==> src/sv/pid_rl_pkg.sv <==
// Shared types and constants for the rate-limited PID controller.
// Depends on nothing; every other file of the block imports it.
package pid_rl_pkg;

  // Q16.16 data and the widths that follow from it.
  localparam int unsigned DATA_W    = 32;
  localparam int unsigned FRAC_W    = 16;
  localparam int unsigned DIFF_W    = DATA_W + 1;
  localparam int unsigned PROD_W    = DATA_W + DIFF_W;
  localparam int unsigned TERM_W    = PROD_W - FRAC_W;
  localparam int unsigned ACC_W     = TERM_W + 2;
  localparam int unsigned SLEW_W    = 31;
  localparam int unsigned SLW_W     = DATA_W + 2;
  localparam int unsigned CFG_IDX_W = 3;

  // Register reset values.
  localparam logic signed [DATA_W-1:0] DRIVE_MAX_RST = 32'sd6553600;
  localparam logic signed [DATA_W-1:0] DRIVE_MIN_RST = -32'sd6553600;
  localparam logic [SLEW_W-1:0]        SLEW_RST      = 31'd65536;

  typedef enum logic {
    OP_COMPUTE = 1'b0,
    OP_INIT    = 1'b1
  } opcode_e;

  typedef enum logic [CFG_IDX_W-1:0] {
    CFG_GAIN_P     = 3'd0,
    CFG_GAIN_I     = 3'd1,
    CFG_GAIN_D     = 3'd2,
    CFG_TARGET     = 3'd3,
    CFG_P_ON_ERROR = 3'd4,
    CFG_DRIVE_MAX  = 3'd5,
    CFG_DRIVE_MIN  = 3'd6,
    CFG_SLEW_LIMIT = 3'd7
  } cfg_idx_e;

  // Current register contents.
  typedef struct packed {
    logic signed [DATA_W-1:0] gain_p;
    logic signed [DATA_W-1:0] gain_i;
    logic signed [DATA_W-1:0] gain_d;
    logic signed [DATA_W-1:0] target;
    logic                     p_on_error;
    logic signed [DATA_W-1:0] drive_max;
    logic signed [DATA_W-1:0] drive_min;
    logic [SLEW_W-1:0]        slew_limit;
  } cfg_t;

  // One registered input request.
  typedef struct packed {
    opcode_e                  op;
    logic signed [DATA_W-1:0] meas;
    logic signed [DATA_W-1:0] init_drive;
  } item_t;

  // Scaled terms handed from the multiply stage to the output stage.
  typedef struct packed {
    opcode_e                  op;
    logic signed [TERM_W-1:0] p_term;
    logic signed [TERM_W-1:0] i_term;
    logic signed [TERM_W-1:0] d_term;
    logic signed [DATA_W-1:0] init_drive;
  } prod_t;

endpackage

==> src/sv/pid_rl_if.sv <==


interface pid_rl_cfg_if import pid_rl_pkg::*; ();
  logic                 valid;
  logic                 ready;
  logic [CFG_IDX_W-1:0] index;
  logic [DATA_W-1:0]    data;

  modport source(output valid, index, data, input ready);
  modport sink(input valid, index, data, output ready);
endinterface

==> src/sv/pid_rl_cfg.sv <==
// Configuration register file of the rate-limited PID controller.
// Depends on pid_rl_pkg and the pid_rl_cfg_if interface.
module pid_rl_cfg import pid_rl_pkg::*; (
  input  logic        clk_i,
  input  logic        rst_ni,
  pid_rl_cfg_if.sink  cfg_i,
  output cfg_t        cfg_o
);

  cfg_t cfg_q, cfg_d;

  // Writes are always taken; each request updates one register.
  assign cfg_i.ready = 1'b1;

  always_comb begin
    cfg_d = cfg_q;
    if (cfg_i.valid) begin
      case (cfg_idx_e'(cfg_i.index))
        CFG_GAIN_P:     cfg_d.gain_p     = $signed(cfg_i.data);
        CFG_GAIN_I:     cfg_d.gain_i     = $signed(cfg_i.data);
        CFG_GAIN_D:     cfg_d.gain_d     = $signed(cfg_i.data);
        CFG_TARGET:     cfg_d.target     = $signed(cfg_i.data);
        CFG_P_ON_ERROR: cfg_d.p_on_error = cfg_i.data[0];
        CFG_DRIVE_MAX:  cfg_d.drive_max  = $signed(cfg_i.data);
        CFG_DRIVE_MIN:  cfg_d.drive_min  = $signed(cfg_i.data);
        CFG_SLEW_LIMIT: cfg_d.slew_limit = cfg_i.data[SLEW_W-1:0];
        default: ;
      endcase
    end
  end

  always_ff @(posedge clk_i or negedge rst_ni) begin
    if (!rst_ni) begin
      cfg_q.gain_p     <= '0;
      cfg_q.gain_i     <= '0;
      cfg_q.gain_d     <= '0;
      cfg_q.target     <= '0;
      cfg_q.p_on_error <= 1'b1;
      cfg_q.drive_max  <= DRIVE_MAX_RST;
      cfg_q.drive_min  <= DRIVE_MIN_RST;
      cfg_q.slew_limit <= SLEW_RST;
    end else begin
      cfg_q <= cfg_d;
    end
  end

  assign cfg_o = cfg_q;

endmodule

==> src/flat_wrapper.sv <==
// flat-port wrapper written by rule: the top's interface ports become plain ports
module pid_rl_cfg_flat import pid_rl_pkg::*;
  (clk_i, rst_ni, cfg_o, cfg_i_valid, cfg_i_index, cfg_i_data, cfg_i_ready);
  pid_rl_cfg_if cfg_i_i ();
  input  logic clk_i;
  input  logic rst_ni;
  output cfg_t cfg_o;
  input wire logic [$bits(cfg_i_i.valid)-1:0] cfg_i_valid;
  input wire logic [$bits(cfg_i_i.index)-1:0] cfg_i_index;
  input wire logic [$bits(cfg_i_i.data)-1:0] cfg_i_data;
  output wire logic [$bits(cfg_i_i.ready)-1:0] cfg_i_ready;
  assign cfg_i_i.valid = cfg_i_valid;
  assign cfg_i_i.index = cfg_i_index;
  assign cfg_i_i.data = cfg_i_data;
  assign cfg_i_ready = cfg_i_i.ready;
  pid_rl_cfg u_core (.clk_i(clk_i), .rst_ni(rst_ni), .cfg_i(cfg_i_i), .cfg_o(cfg_o));
endmodule
==> config.mk <==
export PLATFORM = sky130hd
export DESIGN_NAME = pid_rl_cfg_flat
export DESIGN_NICKNAME = d
export VERILOG_FILES = /design/src/sv/pid_rl_pkg.sv /design/src/sv/pid_rl_if.sv /design/src/sv/pid_rl_cfg.sv /design/src/flat_wrapper.sv
export SDC_FILE = /design/constraint.sdc
export NUM_CORES = 1
export LEC_CHECK = 0
export CORE_MARGIN = 2
export CORE_UTILIZATION = 63
export CTS_CLUSTER_SIZE = 16
export DETAILED_ROUTE_END_ITERATION = 8
export DONT_BUFFER_PORTS = 1
export PLACE_DENSITY = 0.79
export SLEW_MARGIN = 5
export SYNTH_ARGS = -nofsm -noshare
export SYNTH_HDL_FRONTEND = slang
export SYNTH_SLANG_ARGS = --single-unit
==> constraint.sdc <==
create_clock -name clk_i -period 1.1 [get_ports clk_i]
set_clock_uncertainty 0.05 [all_clocks]
set_input_delay 0.22 -clock clk_i [delete_from_list [all_inputs] [get_ports clk_i]]
set_output_delay 0.22 -clock clk_i [all_outputs]
set_load 0.005 [all_outputs]
* Word-level counts from Yosys, hierarchy flattened *
Index checks and enable logic that the tools add are counted.

storage, ports and cells
  output and inout bits = 225
  ROM bits = 0
  logic and storage cells = 24
  bits in latches = 0
  memories = 0
  bits in writable memories = 0
  flip-flop bits (word level) = 224
  input port bits = 38

cells by class
  equality and inequality tests = 7
  $mul = 0
  divide/modulo/power cells = 0
  add/sub/neg operators = 0
  multiplexer cells = 0
  shift-type cells = 0
  bitwise gates (word level) = 0
  reductions and logical operators = 9
  order comparisons = 0

operators with widths
  kind                                                                    count
  2-bit AND reduction                                                     8
  3-bit equality test (second input constant)                             4
  3-bit by 2-bit equality test with 1-bit output (second input constant)  2
  3-bit by 1-bit equality test with 1-bit output (second input constant)  1
  3-bit zero test                                                         1

* Logic depth before layout (Yosys ltp) *
  word-level depth = 2
  mapped depth = 5
  gate-level depth less buffers = 2

* Worst setup path before layout *
No wires, ideal clock.

  path type = input-to-reg
  from = input port cfg_i_index[0]
  to = register u_core.cfg_q (netlist bit u_core.cfg_o[193])
  stages on the path = 4
  setup slack = -351 ps
  arrival = 1276 ps
  buffers on the path = 2
  required time = 925 ps
  library setup time = 125 ps
  cell sequence = buf_4 -> nor4b_4 -> buf_6 -> mux2_2

between the ends
  word-level cells in the longest chain between the ends = 2

RTL lines
  element                               line               RTL
  from (decl)                           flat_wrapper.sv:9  input wire logic [$bits(cfg_i_i.index)-1:0] cfg_i_index;
  3-bit zero test                       pid_rl_cfg.sv:18   case (cfg_idx_e'(cfg_i.index))
  2-bit AND reduction (no source line)  -
  to (signal assigned)                  pid_rl_cfg.sv:43   cfg_q <= cfg_d;
  to (decl)                             pid_rl_cfg.sv:10   cfg_t cfg_q, cfg_d;

No other way between the ends.
A chain may end at the register's enable or synchronous reset.

* Final worst setup path *
  from = register u_core.cfg_q (netlist bit u_core.cfg_o[95])
  to = output port cfg_o[95] in the netlist's numbering

RTL lines
  element    line               RTL
  to (decl)  flat_wrapper.sv:7  output cfg_t cfg_o;

No word-level cell between the ends.

==> metrics.txt <==
gr ovfl total=0; R2R Path End=u_core.cfg_o[154]$_DFFE_PN0P_; CP Class=flop to primary output; first-pass GRT wire length=30870 um; # H-tree levels=1; Starting Density=64.21%; Syn. warnings=0; Worst-path clk slew=60 ps; met1 usage=34.89%; Resized cells post-CTS=0; multi-input logic area=3015 sq um; final setup vio count=224; Sinks on Clock Net=224; total of max-cap violations=0; leak pwr=4.654 nW; Max Slew Vio Count=0; DIE WIDTH=~120 um; fillers=722; clock latency on the worst-skew pair=480 ps; Mean Syn Cell Area=roughly 17 sq um; CTS Hold Buffers Added=32; total track usage=~28%; CP Max Fanout=2; CTS tree=yes; critical path startpoint category=flop; met2 usage=between 40% and 50%; remaining antenna violation count=0; root buf cell=clkbuf_16; worst min path class=input pin to asynchronous set/reset pin; Max Clk Rate=757.1 MHz; failing checks=negative hold slack, negative setup slack; syn_nets=523; dpl hpwl=roughly 13000 um; Core ar.=13190 sq um; Final Hold Viols=roughly 220; adder-cell share of the synthesized area=0%; crit path DAT=between 1000 and 1500 ps; wire per inst=27.96 um; Pre-antenna DRT Iters=4; Top FF cell, synth=dfrtp_1; Post-Syn Instances=485; Site Rows=42; area delta synth->final=20.46%; largest net degree at the start of global routing=225; EDFF count, synth=0; final net count=approximately 570; initial drt markers=240; DR vias=roughly 4300; simple-gate share of the synthesized area=1.078%; Setup Buffers After CTS=0; register area=about 5600 sq um; detailed-route DRC error count=0; pwr/cell area=2208 nW/um^2; commonest cells in the netlist=mux2_2 (218), dfrtp_1 (207), dfstp_2 (17), buf_2 (13), buf_6 (10); GRT met3 Usage=10.36%; Peak supply drop=1.309 mV; register bit total from synthesis=224; final setup margin=-220.8 ps; vias in the first global route=around 4900; Final period util=120.1%; pre-CTS setup slack=-320.5 ps; outcome=finished with violations; worst hold slack=-620.8 ps; Max clock buf depth=3; sequential element share of the synthesized area=roughly 66%; Cell variety after synth=15; area leader, netlist=dfrtp_1; largest family of logic cells by synthesized area=multiplexers; max reg flops=~220; Boundary Pins=around 260; R2R setup slack=~210 ps; reg2reg path depth=1; RSZ-0062 raised after global routing=true; element type at the critical path end=primary output; Synth Area in XOR/XNOR=0%; chip height=~120 um; Mapped Area=8469 sq um; Die ar.=between 10000 and 15000 sq um; initial antenna violation count=0; antenna diode count=0; worst r2r src=u_core.cfg_o[154]$_DFFE_PN0P_; top cell type's share of synthesized area=between 60% and 70%; Tot Pwr=about 0.023 W; Routed WL=20220 um; Period minus WS final=1321 ps; most frequent cell after synthesis=mux2_2; largest cells by area after synthesis=dfrtp_1 (61%), mux2_2 (29%), dfstp_2 (5.3%); IO buf count=0; Vias/cell=6.008; RePlAce Congestion=0.7643; Required @ worst endpoint=830 ps; setup_tns=-16430 ps; total clock buffers created by CTS=22; Compound-Gate Fraction of Synth Area=0%; GR peak layer=met2; ys async rst share=100.0%; mux share of post-synthesis cell area=29.96%; layout cell share with drive strength beyond 1=54.30%
==> what timing repair did <==
item	CTS	global route
pin swaps	0	0
setup endpoints to repair	224	224
hold endpoints to repair	448	224
==> layout make-up <==
cell class | instances | share of cell area [%]
Sequential cell | 224 | 55.15
Timing Repair Buffer | 53 | 5.666
Tap cell | 176 | 2.158
Clock inverter | 5 | 1.006
Multi-Input combinational cell | 233 | 29.56
Clock buffer | 32 | 6.463
==> power breakdown <==
part / switching (W) / total, W / internal [W]
clock network: 0.00302 / 0.00785 / 0.00484
registers: 0.00177 / 0.0119 / 0.0102
logic: 0.000776 / 0.00273 / 0.00195
total: 0.00556 / 0.0225 / 0.0170
==> metrics by stage <==
stage          std cells  util, %  instance area, sq um  hold slack [ps]
4_1_cts              723    77.35                 10200           -635.4
6_report             723    77.35                 10200           -620.8
3_5_place_dp         654    69.14                  9120           -121.4
3_3_place_gp         654    69.14                  9120           -121.3
5_1_grt              723    77.35                 10200           -639.1
2_1_floorplan        485        -                  8992           -125.6
==> how the worst max path moves through the flow <==
| stage | startpoint | endpoint | slack [ps] | cells after the start |
|---|---|---|---|---|
| 6_report | u_core.cfg_o[95]$_DFFE_PN1P_ | cfg_o[95] | -220 | 0 |
| 4_1_cts | u_core.cfg_o[95]$_DFFE_PN1P_ | cfg_o[95] | -240 | 0 |
| 5_1_grt | u_core.cfg_o[95]$_DFFE_PN1P_ | cfg_o[95] | -260 | 0 |
| 3_5_place_dp | cfg_i_index[0] | u_core.cfg_o[217]$_DFFE_PN0P_ | -320 | 3 |
| 2_1_floorplan | cfg_i_index[0] | u_core.cfg_o[193]$_DFFE_PN0P_ | -340 | 4 |
| 3_3_place_gp | cfg_i_index[0] | u_core.cfg_o[221]$_DFFE_PN0P_ | -270 | 3 |
==> cell usage in the layout (no fill, tap or decap), types with 4 or more instances in the layout <==
cell / Yosys / routed
buf_4: 3 / 13
dlygate4sd3_1: 0 / 32
clkbuf_1: 0 / 4
dfrtp_1: 207 / 207
clkbuf_16: 0 / 23
clkbuf_8: 0 / 5
mux2_4: 4 / 106
mux2_2: 218 / 117
buf_12: 0 / 8
dfstp_2: 17 / 17
==> layer usage <==
metal  vias up  share of wire (%)
li1       1802                  -
met1      2296                 38
met2       209                 49
met3        37                 10
met4         0                2.4
met5         -                  0
==> kinds of logic after synthesis <==
family | after synthesis
buffers and inverters | 28
other | 1
flip-flops | 224
AND/OR/NAND/NOR | 8
multiplexers | 224
(Power assumes the default switching activity.)
