## config.mk

```make
export PLATFORM = sky130hd
export DESIGN_NAME = pid_rl_out_flat
export DESIGN_NICKNAME = d
export VERILOG_FILES = /design/src/sv/pid_rl_pkg.sv /design/src/sv/pid_rl_if.sv /design/src/sv/pid_rl_out.sv /design/src/flat_wrapper.sv
export SDC_FILE = /design/constraint.sdc
export NUM_CORES = 1
export LEC_CHECK = 0
export ABC_AREA = 1
export BUFFER_PORTS_ARGS = -buffer_cell sky130_fd_sc_hd__buf_2
export CAP_MARGIN = 20
export CORE_MARGIN = 3
export CORE_UTILIZATION = 40
export CTS_CLUSTER_SIZE = 8
export DETAILED_ROUTE_END_ITERATION = 16
export PLACE_DENSITY = 0.72
export SYNTH_ARGS = -nofsm -noshare
export SYNTH_HDL_FRONTEND = slang
export SYNTH_SLANG_ARGS = --single-unit
```

## constraint.sdc

```tcl
create_clock -name clk_i -period 29.5 [get_ports clk_i]
set_clock_uncertainty 0.2 [all_clocks]
set_input_delay 5.9 -clock clk_i [delete_from_list [all_inputs] [get_ports clk_i]]
set_output_delay 5.9 -clock clk_i [all_outputs]
set_load 0.01 [all_outputs]
```

## src/sv/pid_rl_pkg.sv

```systemverilog
// Shared types and constants for the rate-limited PID controller.
// Depends on nothing; every other file of the block imports it.
package pid_rl_pkg;

  // Q16.16 data and the widths that follow from it.
  localparam int unsigned DATA_W    = 32;
  localparam int unsigned FRAC_W    = 16;
  localparam int unsigned DIFF_W    = DATA_W + 1;
  localparam int unsigned PROD_W    = DATA_W + DIFF_W;
  localparam int unsigned TERM_W    = PROD_W - FRAC_W;
  localparam int unsigned ACC_W     = TERM_W + 2;
  localparam int unsigned SLEW_W    = 31;
  localparam int unsigned SLW_W     = DATA_W + 2;
  localparam int unsigned CFG_IDX_W = 3;

  // Register reset values.
  localparam logic signed [DATA_W-1:0] DRIVE_MAX_RST = 32'sd6553600;
  localparam logic signed [DATA_W-1:0] DRIVE_MIN_RST = -32'sd6553600;
  localparam logic [SLEW_W-1:0]        SLEW_RST      = 31'd65536;

  typedef enum logic {
    OP_COMPUTE = 1'b0,
    OP_INIT    = 1'b1
  } opcode_e;

  typedef enum logic [CFG_IDX_W-1:0] {
    CFG_GAIN_P     = 3'd0,
    CFG_GAIN_I     = 3'd1,
    CFG_GAIN_D     = 3'd2,
    CFG_TARGET     = 3'd3,
    CFG_P_ON_ERROR = 3'd4,
    CFG_DRIVE_MAX  = 3'd5,
    CFG_DRIVE_MIN  = 3'd6,
    CFG_SLEW_LIMIT = 3'd7
  } cfg_idx_e;

  // Current register contents.
  typedef struct packed {
    logic signed [DATA_W-1:0] gain_p;
    logic signed [DATA_W-1:0] gain_i;
    logic signed [DATA_W-1:0] gain_d;
    logic signed [DATA_W-1:0] target;
    logic                     p_on_error;
    logic signed [DATA_W-1:0] drive_max;
    logic signed [DATA_W-1:0] drive_min;
    logic [SLEW_W-1:0]        slew_limit;
  } cfg_t;

  // One registered input request.
  typedef struct packed {
    opcode_e                  op;
    logic signed [DATA_W-1:0] meas;
    logic signed [DATA_W-1:0] init_drive;
  } item_t;

  // Scaled terms handed from the multiply stage to the output stage.
  typedef struct packed {
    opcode_e                  op;
    logic signed [TERM_W-1:0] p_term;
    logic signed [TERM_W-1:0] i_term;
    logic signed [TERM_W-1:0] d_term;
    logic signed [DATA_W-1:0] init_drive;
  } prod_t;

endpackage

```

## src/sv/pid_rl_if.sv

```systemverilog


interface pid_rl_result_if import pid_rl_pkg::*; ();
  logic                     valid;
  logic                     ready;
  logic signed [DATA_W-1:0] drive;

  modport source(output valid, drive, input ready);
  modport sink(input valid, drive, output ready);
endinterface


```

## src/sv/pid_rl_out.sv

```systemverilog
// Output stage: integral with anti-windup, sum, clamp, slew limit and
// the result register. Depends on pid_rl_pkg and pid_rl_result_if.
module pid_rl_out import pid_rl_pkg::*; (
  input  logic              clk_i,
  input  logic              rst_ni,
  input  cfg_t              cfg_i,
  input  logic              prod_valid_i,
  input  prod_t             prod_i,
  output logic              adv_o,
  pid_rl_result_if.source   result_o
);

  logic signed [DATA_W-1:0] integral_q, integral_d;
  logic signed [DATA_W-1:0] prev_drive_q, prev_drive_d;
  logic signed [DATA_W-1:0] drive_q, drive_d;
  logic                     out_valid_q, out_valid_d;
  logic                     upd;
  logic                     is_compute;

  logic signed [ACC_W-1:0]  int_acc;
  logic signed [DATA_W-1:0] int_new;
  logic signed [ACC_W-1:0]  total;
  logic signed [DATA_W-1:0] sum_c;
  logic signed [SLW_W-1:0]  slew_s;
  logic signed [SLW_W-1:0]  slew_lo;
  logic signed [SLW_W-1:0]  slew_hi;
  logic signed [SLW_W-1:0]  s_low;
  logic signed [SLW_W-1:0]  s_fin;

  // Upper limit first: inverted limits give max above it, else min.
  function automatic logic signed [DATA_W-1:0] clamp_lim(
    input logic signed [ACC_W-1:0]  v,
    input logic signed [DATA_W-1:0] hi,
    input logic signed [DATA_W-1:0] lo
  );
    logic signed [DATA_W-1:0] r;
    if (v > ACC_W'(hi)) begin
      r = hi;
    end else if (v < ACC_W'(lo)) begin
      r = lo;
    end else begin
      r = v[DATA_W-1:0];
    end
    return r;
  endfunction

  // The stage moves when the result register is free or being emptied.
  assign adv_o      = !out_valid_q || result_o.ready;
  assign upd        = prod_valid_i && adv_o;
  assign is_compute = (prod_i.op == OP_COMPUTE);

  // Integral and clamped sum.
  assign int_acc = ACC_W'(integral_q) + ACC_W'(prod_i.i_term);
  assign int_new = clamp_lim(int_acc, cfg_i.drive_max, cfg_i.drive_min);
  assign total   = ACC_W'(prod_i.p_term) + ACC_W'(prod_i.d_term) + ACC_W'(int_new);
  assign sum_c   = clamp_lim(total, cfg_i.drive_max, cfg_i.drive_min);

  // Slew limit around the last drive: lower bound first, then upper.
  assign slew_s  = $signed({{(SLW_W-SLEW_W){1'b0}}, cfg_i.slew_limit});
  assign slew_lo = SLW_W'(prev_drive_q) - slew_s;
  assign slew_hi = SLW_W'(prev_drive_q) + slew_s;
  assign s_low   = (SLW_W'(sum_c) < slew_lo) ? slew_lo : SLW_W'(sum_c);
  assign s_fin   = (s_low > slew_hi) ? slew_hi : s_low;
  assign drive_d = s_fin[DATA_W-1:0];

  // State updates for a compute or an init request.
  always_comb begin
    if (is_compute) begin
      integral_d   = int_new;
      prev_drive_d = drive_d;
    end else begin
      integral_d   = clamp_lim(ACC_W'(prod_i.init_drive), cfg_i.drive_max, cfg_i.drive_min);
      prev_drive_d = prod_i.init_drive;
    end
  end

  // Only compute requests leave a result.
  assign out_valid_d = upd ? is_compute : (out_valid_q && !result_o.ready);

  always_ff @(posedge clk_i or negedge rst_ni) begin
    if (!rst_ni) begin
      integral_q   <= '0;
      prev_drive_q <= '0;
      out_valid_q  <= 1'b0;
    end else begin
      if (upd) begin
        integral_q   <= integral_d;
        prev_drive_q <= prev_drive_d;
      end
      out_valid_q <= out_valid_d;
    end
  end

  always_ff @(posedge clk_i) begin
    if (upd && is_compute) begin
      drive_q <= drive_d;
    end
  end

  assign result_o.valid = out_valid_q;
  assign result_o.drive = drive_q;

  // A delivered drive becomes the reference for the next slew limit.
  a_drive_tracks_state: assert property (@(posedge clk_i) disable iff (!rst_ni)
    upd && is_compute |=> prev_drive_q == drive_q)
    else $error("last drive differs from the presented result");

  // With ordered limits the integral stays inside them after any update.
  a_integral_bounded: assert property (@(posedge clk_i) disable iff (!rst_ni)
    upd && (cfg_i.drive_max >= cfg_i.drive_min)
    |=> (integral_q <= cfg_i.drive_max) && (integral_q >= cfg_i.drive_min))
    else $error("integral escaped the drive limits");

  // A stalled result freezes the controller state.
  a_stall_freezes: assert property (@(posedge clk_i) disable iff (!rst_ni)
    out_valid_q && !result_o.ready
    |=> out_valid_q && $stable(prev_drive_q) && $stable(integral_q))
    else $error("controller state moved while the result was stalled");

endmodule

```

## src/flat_wrapper.sv

```systemverilog
// flat-port wrapper written by rule: the top's interface ports become plain ports
module pid_rl_out_flat import pid_rl_pkg::*;
  (clk_i, rst_ni, cfg_i, prod_valid_i, prod_i, adv_o, result_o_valid, result_o_drive, result_o_ready);
  pid_rl_result_if result_o_i ();
  input  logic clk_i;
  input  logic rst_ni;
  input  cfg_t cfg_i;
  input  logic prod_valid_i;
  input  prod_t prod_i;
  output logic adv_o;
  output wire logic [$bits(result_o_i.valid)-1:0] result_o_valid;
  output wire logic [$bits(result_o_i.drive)-1:0] result_o_drive;
  input wire logic [$bits(result_o_i.ready)-1:0] result_o_ready;
  assign result_o_valid = result_o_i.valid;
  assign result_o_drive = result_o_i.drive;
  assign result_o_i.ready = result_o_ready;
  pid_rl_out u_core (.clk_i(clk_i), .rst_ni(rst_ni), .cfg_i(cfg_i), .prod_valid_i(prod_valid_i), .prod_i(prod_i), .adv_o(adv_o), .result_o(result_o_i));
endmodule
```

# == After elaboration in Yosys (flattened, before gate mapping) ==
# Index checks and enable logic that the tools add are counted.
# word_totals
ff_bits,97
latchBits,0
ram_bits,0
rom_bits,0
inputBits,408
out_inout_bits,34
elab_cells,35
n_memories,0
# op_classes
n_addsub,5
mul,0
div,0
order_cmp,8
eq_ne,0
shift,0
muxes,11
bitwise,1
reduce_logical,6
# ops
op,count
2-to-1 mux 32 bit,9
adder 50 x 32 -> 51 bit,1
greater-than comparator 51 x 32 -> 1 bit,1
less-than comparator 51 x 32 -> 1 bit,1
adder 32 x 49 -> 50 bit,1
adder 49 x 49 -> 50 bit,1
greater-than comparator 50 x 32 -> 1 bit,1
less-than comparator 50 x 32 -> 1 bit,1
greater-than comparator 34 x 33 -> 1 bit,1
2-to-1 mux 34 bit,1
adder 32 x 32 -> 33 bit,1
less-than comparator 32 x 33 -> 1 bit,1
subtractor 32 x 32 -> 33 bit,1
greater-than comparator 32 bit,1
less-than comparator 32 bit,1
logical AND 1 bit,3
zero test 1 bit,2
logical OR 1 bit,1
2-to-1 mux 1 bit,1
NOT 1 bit,1

# == Longest topological paths before layout ==
# Gate-level depths: netlist of the first run.
# logic_depth
depth_word,13
mapped_depth,109

# == Worst setup path before layout of the first run ==
# No wires, ideal clock.
# synth_path
path_type,input -> register
start,input prod_i[81] (netlist bit)
end,"register u_core.drive_q[0], in the netlist u_core.result_o.drive[0] (data pin)"
arrival_time_ns,19.620
slack_ns,9.425
cell_stages,80
n_path_buf,5
path_cell_list,ha_1 fa_1 nand3_1 nand2_1 a21oi_1 o21ai_2 a21boi_0 o21ai_0 a21boi_2 o21ai_2 a21oi_1 inv_1 a21oi_1 o31ai_1 a31oi_1 xnor2_1 ha_1 nand2_1 [... 44 more ...] buf_4 nand3_1 and2_1 inv_1 ha_1 nand4_1 or3_1 o221ai_1 nand2_1 o2111ai_1 nand3_1 o2111ai_1 nand3_1 o21a_1 inv_1 clkbuf_1 nand2_1 and2_1
# synth_via
elab_chain_len,12
word_cells_on_any_way,14
cone_classes,2 x add/sub; 6 x order compare; 6 x mux
# synth_rtl
item,line_no,text
from (decl),flat_wrapper.sv:9,input prod_t prod_i;
adder 32 x 49 -> 50 bit (*),pid_rl_out.sv:53,assign int_acc = ACC_W'(integral_q) + ACC_W'(prod_i.i_term);
less-than comparator 50 x 32 -> 1 bit,pid_rl_out.sv:39,end else if (v < ACC_W'(lo)) begin
2-to-1 mux 32 bit,pid_rl_out.sv:39,
2-to-1 mux 32 bit (*),pid_rl_out.sv:37,if (v > ACC_W'(hi)) begin
adder 50 x 32 -> 51 bit (*),pid_rl_out.sv:55,assign total = ACC_W'(prod_i.p_term) + ACC_W'(prod_i.d_term) + ACC_W'(int_new);
less-than comparator 51 x 32 -> 1 bit,pid_rl_out.sv:39,
2-to-1 mux 32 bit,pid_rl_out.sv:39,
2-to-1 mux 32 bit (*),pid_rl_out.sv:37,
less-than comparator 32 x 33 -> 1 bit,pid_rl_out.sv:62,assign s_low = (SLW_W'(sum_c) < slew_lo) ? slew_lo : SLW_W'(sum_c);
2-to-1 mux 34 bit (*),pid_rl_out.sv:62,
greater-than comparator 34 x 33 -> 1 bit,pid_rl_out.sv:63,assign s_fin = (s_low > slew_hi) ? slew_hi : s_low;
2-to-1 mux 32 bit (*),pid_rl_out.sv:63,
net u_core.s_fin[0],pid_rl_out.sv:28,logic signed [SLW_W-1:0] s_fin;
to (signal assigned),pid_rl_out.sv:96,drive_q <= drive_d;
to (decl),pid_rl_out.sv:15,"logic signed [DATA_W-1:0] drive_q, drive_d;"
# Mark *: on every way through the listed nets, which the timed path passes. The rest lies on a longest branch.
# A chain may end at the register's enable or synchronous reset.

# == Worst setup path after layout of the first run ==
# layout_path
start,input prod_i[81] (netlist bit)
end,"register u_core.drive_q[20], in the netlist u_core.result_o.drive[20] (data pin)"
# The elaborated chain is that of the path after synthesis.

==> results_dict.tcl, run 1 <==
set metrics [dict create \
    outcome "completed" \
    period_needed_ps 25480 \
    cp_num_cells 86 \
    grt_start_max_net_pins 74 \
    required_ps 29430 \
    die_w_um 250 \
    cp-start-kind "input port" \
    num_vias 25008 \
    cts.sinks 97 \
    seq_area_um2 2590 \
    syn_to_final_growth_pct 11.1 \
    rr_endpoint "u_core.result_o.drive[20]" \
    synth_edf_count 32 \
    rr_startpoint "u_core.integral_q[0]" \
    drive_gt1_share_pct 10.7 \
    synthArstFlopShare_pct 67.0 \
    worstSetupEndpointType "flop" \
    rsz0062_at_grt "false" \
    dp_hpwl_um 70400 \
    ys_types 60 \
    grt_pass1_vias 23121 \
    ios 442 \
    slew_headroom_pct 28.5 \
    slew_violations 0 \
    ctsLongestPathBuffers 2 \
    track_usage_pct 25.6 \
    fin_crit_sh_pct 86.4 \
    wl_per_cell_um 18.3 \
    whs_endpoint "u_core.integral_q[8]" \
    antenna_left 0 \
    cts_tree "done" \
    die_y_um 250 \
    setup_violations 0 \
    placement_rows 88 \
    finalNetCount 4708 \
    drc 0 \
    layout_commonest_cell "nand2_1" \
    tns_ps 0 \
    slowest_delay_ps 820 \
    worstPathMaxFanout 39 \
    ys.flop_type "dfrtp_1" \
    synth_nets 4462 \
    initial_utilization_pct 41.0 \
    worst_pin_slew_ps 1070 \
    drv_cap 0 \
    cts_buffers 9 \
    core_um2 58400 \
    cts_resized 0 \
    yosys_warnings 0 \
    crit_slowest_cell "inv_1" \
    final_cell_mix "727 x nand2_1, 518 x inv_1, 487 x ha_1, 336 x a21oi_1, 311 x buf_2" \
    ys_ff_latch 97 \
    path_common_cell "nand2_1" \
    firstDrtPassIters 6 \
    crit_type "input port to flop" \
    arrival_ps 25420 \
    critPathBufInv 11 \
    postSynthAreaPerCell_um2 6.80 \
    multi_input_area_um2 19000 \
    globalplace.congestion 1.01 \
    vias_per_cell 5.49 \
    dieArea_um2 62700 \
    clock.fmax_mhz 39.2 \
    synth_area_leader_cell "ha_1" \
    overflow 0 \
    cts_root_buf "clkbuf_16" \
    wirelength_um 83100 \
    h-tree-depth 3 \
    cts.clk_slew.worst_paths_ps 80 \
    synth_seq_area_share_pct 10.8 \
    whs_path_depth 2 \
    antenna_found_initial 34 \
    netlist_top_cells_area "ha_1 25%, nand2_1 11%, inv_1 8.1%" \
    synth_top_area_share_pct 25.5 \
    insertion_delay_ps 400 \
    drtIter0Drc 2011 \
    holdBufCountCts 0 \
    num-fill-cells 6118 \
    finalHoldViolCount 0 \
    syn_inst 3514 \
    cpLargestDelayFamily "simple AND/OR/NAND/NOR gates" \
    min-delay-start "u_core.integral_q[8]" \
    grt_pass1_wl_um 127000 \
    r2r_slack_ps 9220 \
    cts_setup_buffers 0 \
    netlist_area_um2 23900 \
    min_path_type "flop to flop" \
    portBuffers 312 \
    reg2reg_depth 85 \
]
==> logic make-up after synthesis <==
logic type | share of synthesized area, %
flops | 10.8
simple gates | 24.0
xor+xnor | 5.57
buf+inv | 9.95
compound gates | 19.8
fa+ha+maj | 29.9
==> state kept, by name, indices dropped and copies added, names as in the netlist <==
register               flops
u_core.result_o.valid      1
u_core.integral_q         32
u_core.result_o.drive     32
u_core.prev_drive_q       32
==> per-stage QoR <==
step / instances / hold slack (ps) / util [%] / setup WS, ps / area (µm²)
finish: 4554 / 311 / 45.5 / 4020 / 26600
global route: 4547 / 326 / 45.5 / 2540 / 26500
CTS: 4530 / 309 / 45.4 / 4260 / 26500
detailed placement: 4514 / 287 / 44.8 / 3910 / 26100
global placement: 4514 / 284 / 44.8 / 3960 / 26100
floorplan: 3514 / 269 / - / 9430 / 23900
==> per-layer routing <==
layer,wire [µm],GRT usage [%],vias up
met3,6800,4.46,174
met4,3650,11.4,18
li1,-,-,12459
met2,36600,40.6,961
met5,135,0,-
met1,35900,34.1,11396
==> worst max-delay path by stage <==
| stage | start | to | slack, ps |
|---|---|---|---|
| 4_1_cts | prod_i[81] | u_core.result_o.drive[20] | 4260 |
| 5_1_grt | prod_i[83] | u_core.result_o.drive[20] | 2540 |
| 3_3_place_gp | prod_i[81] | u_core.result_o.drive[24] | 3960 |
| 2_1_floorplan | prod_i[81] | u_core.result_o.drive[0] | 9430 |
| 6_report | prod_i[81] | u_core.result_o.drive[20] | 4020 |
| 3_5_place_dp | prod_i[81] | u_core.result_o.drive[20] | 3910 |
==> cell type report <==
class | instances | share of cell area (%)
Tap cell | 765 | 3.60
Multi-Input combinational cell | 2802 | 71.4
Clock inverter | 6 | 0.424
Timing Repair Buffer | 325 | 6.26
Inverter | 525 | 7.42
Clock buffer | 10 | 0.900
Antenna cell | 24 | 0.226
Sequential cell | 97 | 9.74
==> synthesized netlist by cell type, types with 15 or more instances <==
master	count
nand2_1	728
inv_1	518
ha_1	487
a21oi_1	336
nand3_1	224
nor2_1	197
o21ai_0	156
xor2_1	114
o211ai_1	98
clkbuf_1	68
dfrtp_1	65
fa_1	53
and2_1	52
xnor2_1	38
nand4_1	36
edfxtp_1	32
a22o_1	30
nor3_1	23
o22ai_1	23
o21ai_1	22
nor4_1	17
nand3_2	15
==> worst register-to-register path, delay by kind of cell, from the launching register on <==
family | cells | cell delay (ps)
compound gates | 31 | 6940
xor+xnor | 1 | 150
fa+ha+maj | 8 | 2790
buf+inv | 10 | 2320
flops | 1 | 410
simple gates | 35 | 7240
Power of run 1 is not shown: default switching activity piles up to over one toggle a cycle in this logic, so the estimate is an artifact.
==> run 2, diff against run 1 <==
--- a/config.mk
+++ b/config.mk
@@ -13,6 +13,8 @@
 export CTS_CLUSTER_SIZE = 8
 export DETAILED_ROUTE_END_ITERATION = 16
 export PLACE_DENSITY = 0.72
+export RECOVER_POWER = 100
+export REMOVE_ABC_BUFFERS = 1
 export SYNTH_ARGS = -nofsm -noshare
 export SYNTH_HDL_FRONTEND = slang
 export SYNTH_SLANG_ARGS = --single-unit
==> run 2 against run 1 <==
Net effect:
- the run now ends with capacitance limit, slew limit left
- hold slack worse by 1.7 ps
- count of clock-buffer cells in the layout is 1 higher
- via count is 0.56% lower
- sequential cell count stayed put
- non-clock buffer count is 2 higher
- die area stayed put
- critical endpoint is now u_core.result_o.drive[9]
- critical path type unchanged
- critical path depth is 4 higher
- cell area is 0.39% lower
- register-to-register slack worse by 920 ps
- first-iteration DRC count is 3.4% lower
- maximum frequency is 3.6% lower
- core utilization is 0.18 points lower
==> results_dict.tcl, run 2 (synthesized netlist as in run 1, its figures left out) <==
set metrics [dict create \
    path_common_cell "nand2_1" \
    cts.clk_slew.worst_paths_ps 80 \
    finalNetCount 4710 \
    cts.sinks 97 \
    min_path_type "flop to flop" \
    die_w_um 250 \
    slowest_delay_ps 1320 \
    clock.fmax_mhz 37.8 \
    antenna_left 0 \
    whs_endpoint "u_core.integral_q[12]" \
    drc 0 \
    slew_violations 194 \
    cts_root_buf "clkbuf_16" \
    track_usage_pct 25.4 \
    placement_rows 88 \
    required_ps 29400 \
    num-fill-cells 6134 \
    initial_utilization_pct 41.0 \
    antenna_found_initial 27 \
    final_cell_mix "726 x nand2_1, 519 x inv_1, 487 x ha_1, 336 x a21oi_1, 277 x buf_2" \
    whs_path_depth 2 \
    firstDrtPassIters 6 \
    cp-start-kind "input port" \
    layout_commonest_cell "nand2_1" \
    portBuffers 312 \
    drtIter0Drc 1943 \
    syn_to_final_growth_pct 10.6 \
    outcome "finished with violations" \
    tns_ps 0 \
    num_vias 24869 \
    crit_type "input port to flop" \
    dp_hpwl_um 70800 \
    reg2reg_depth 89 \
    wirelength_um 83000 \
    cts_setup_buffers 0 \
    drive_gt1_share_pct 9.45 \
    setup_violations 0 \
    finalHoldViolCount 0 \
    cpLargestDelayFamily "compound AO/OA/AOI/OAI gates" \
    grt_start_max_net_pins 66 \
    insertion_delay_ps 390 \
    holdBufCountCts 0 \
    globalplace.congestion 0.944 \
    vias_per_cell 5.46 \
    multi_input_area_um2 18900 \
    dieArea_um2 62700 \
    worst_pin_slew_ps 4350 \
    die_y_um 250 \
    r2r_slack_ps 8300 \
    rr_endpoint "u_core.result_o.drive[9]" \
    crit_slowest_cell "clkbuf_1" \
    seq_area_um2 2590 \
    core_um2 58400 \
    rr_startpoint "u_core.integral_q[0]" \
    h-tree-depth 3 \
    worstPathMaxFanout 39 \
    ctsLongestPathBuffers 2 \
    critPathBufInv 13 \
    cts_tree "done" \
    min-delay-start "u_core.integral_q[12]" \
    cts_resized 0 \
    drv_cap 4 \
    grt_pass1_vias 23014 \
    ios 442 \
    rsz0062_at_grt "false" \
    violations "capacitance limit, slew limit" \
    cts_buffers 9 \
    arrival_ps 26330 \
    overflow 0 \
    wl_per_cell_um 18.2 \
    fin_crit_sh_pct 89.6 \
    worstSetupEndpointType "flop" \
    period_needed_ps 26440 \
    slew_headroom_pct -190 \
    grt_pass1_wl_um 126000 \
]
## run 2: cell count changes in the layout (fill, tap and decap cells not counted), sizes merged
cell and delta:
buf -38, clkinvlp +1, diode +1, clkbuf +41, bufinv -1, inv -1
## run 2: per-stage QoR
stage	area [µm²]	util (%)	setup WS, ps	hold slack (ps)	cells
3_5_place_dp	26200	44.8	4350	287	4515
3_3_place_gp	26200	44.8	4470	284	4515
2_1_floorplan	23500	-	7520	269	3424
4_1_cts	26500	45.4	4710	308	4531
5_1_grt	26400	45.3	1600	328	4549
6_report	26400	45.3	3060	309	4557
## run 2: worst max-delay path by stage
stage          slack, ps                   endpoint        from  depth (start not counted)
2_1_floorplan       7520    u_core.prev_drive_q[24]  prod_i[81]                         75
3_3_place_gp        4470  u_core.result_o.drive[26]  prod_i[81]                         82
3_5_place_dp        4350  u_core.result_o.drive[20]  prod_i[81]                         82
4_1_cts             4710  u_core.result_o.drive[20]  prod_i[81]                         82
5_1_grt             1600  u_core.result_o.drive[14]  prod_i[81]                         93
6_report            3060   u_core.result_o.drive[9]  prod_i[81]                         90
## run 2: final cells by class
cell class | instances | area share (%)
Multi-Input combinational cell | 2802 | 71.6
Inverter | 525 | 7.45
Clock inverter | 5 | 0.307
Tap cell | 765 | 3.62
Sequential cell | 97 | 9.78
Antenna cell | 25 | 0.237
Timing Repair Buffer | 327 | 6.09
Clock buffer | 11 | 0.880
## run 2: worst register-to-register path, delay by kind of cell, from the launching register on
kind                     cells  cell delay [ps]
XOR/XNOR                     1              210
adder cells (fa/ha/maj)      8             2810
AND/OR/NAND/NOR             32             5080
flip-flops                   1              390
buffers and inverters       12             3370
AO/OA/AOI/OAI               36             8850
## run 2: layer usage
metal	global-route usage, %	vias to the layer above	share of wire [%]	wire [µm]
li1	-	12477	-	-
met1	35.0	11376	45	37100
met2	40.2	874	44	36500
met3	3.30	136	7.5	6250
met4	10.0	6	3.8	3180
met5	0	-	0.052	43
Power of run 2 is left out for the same reason.
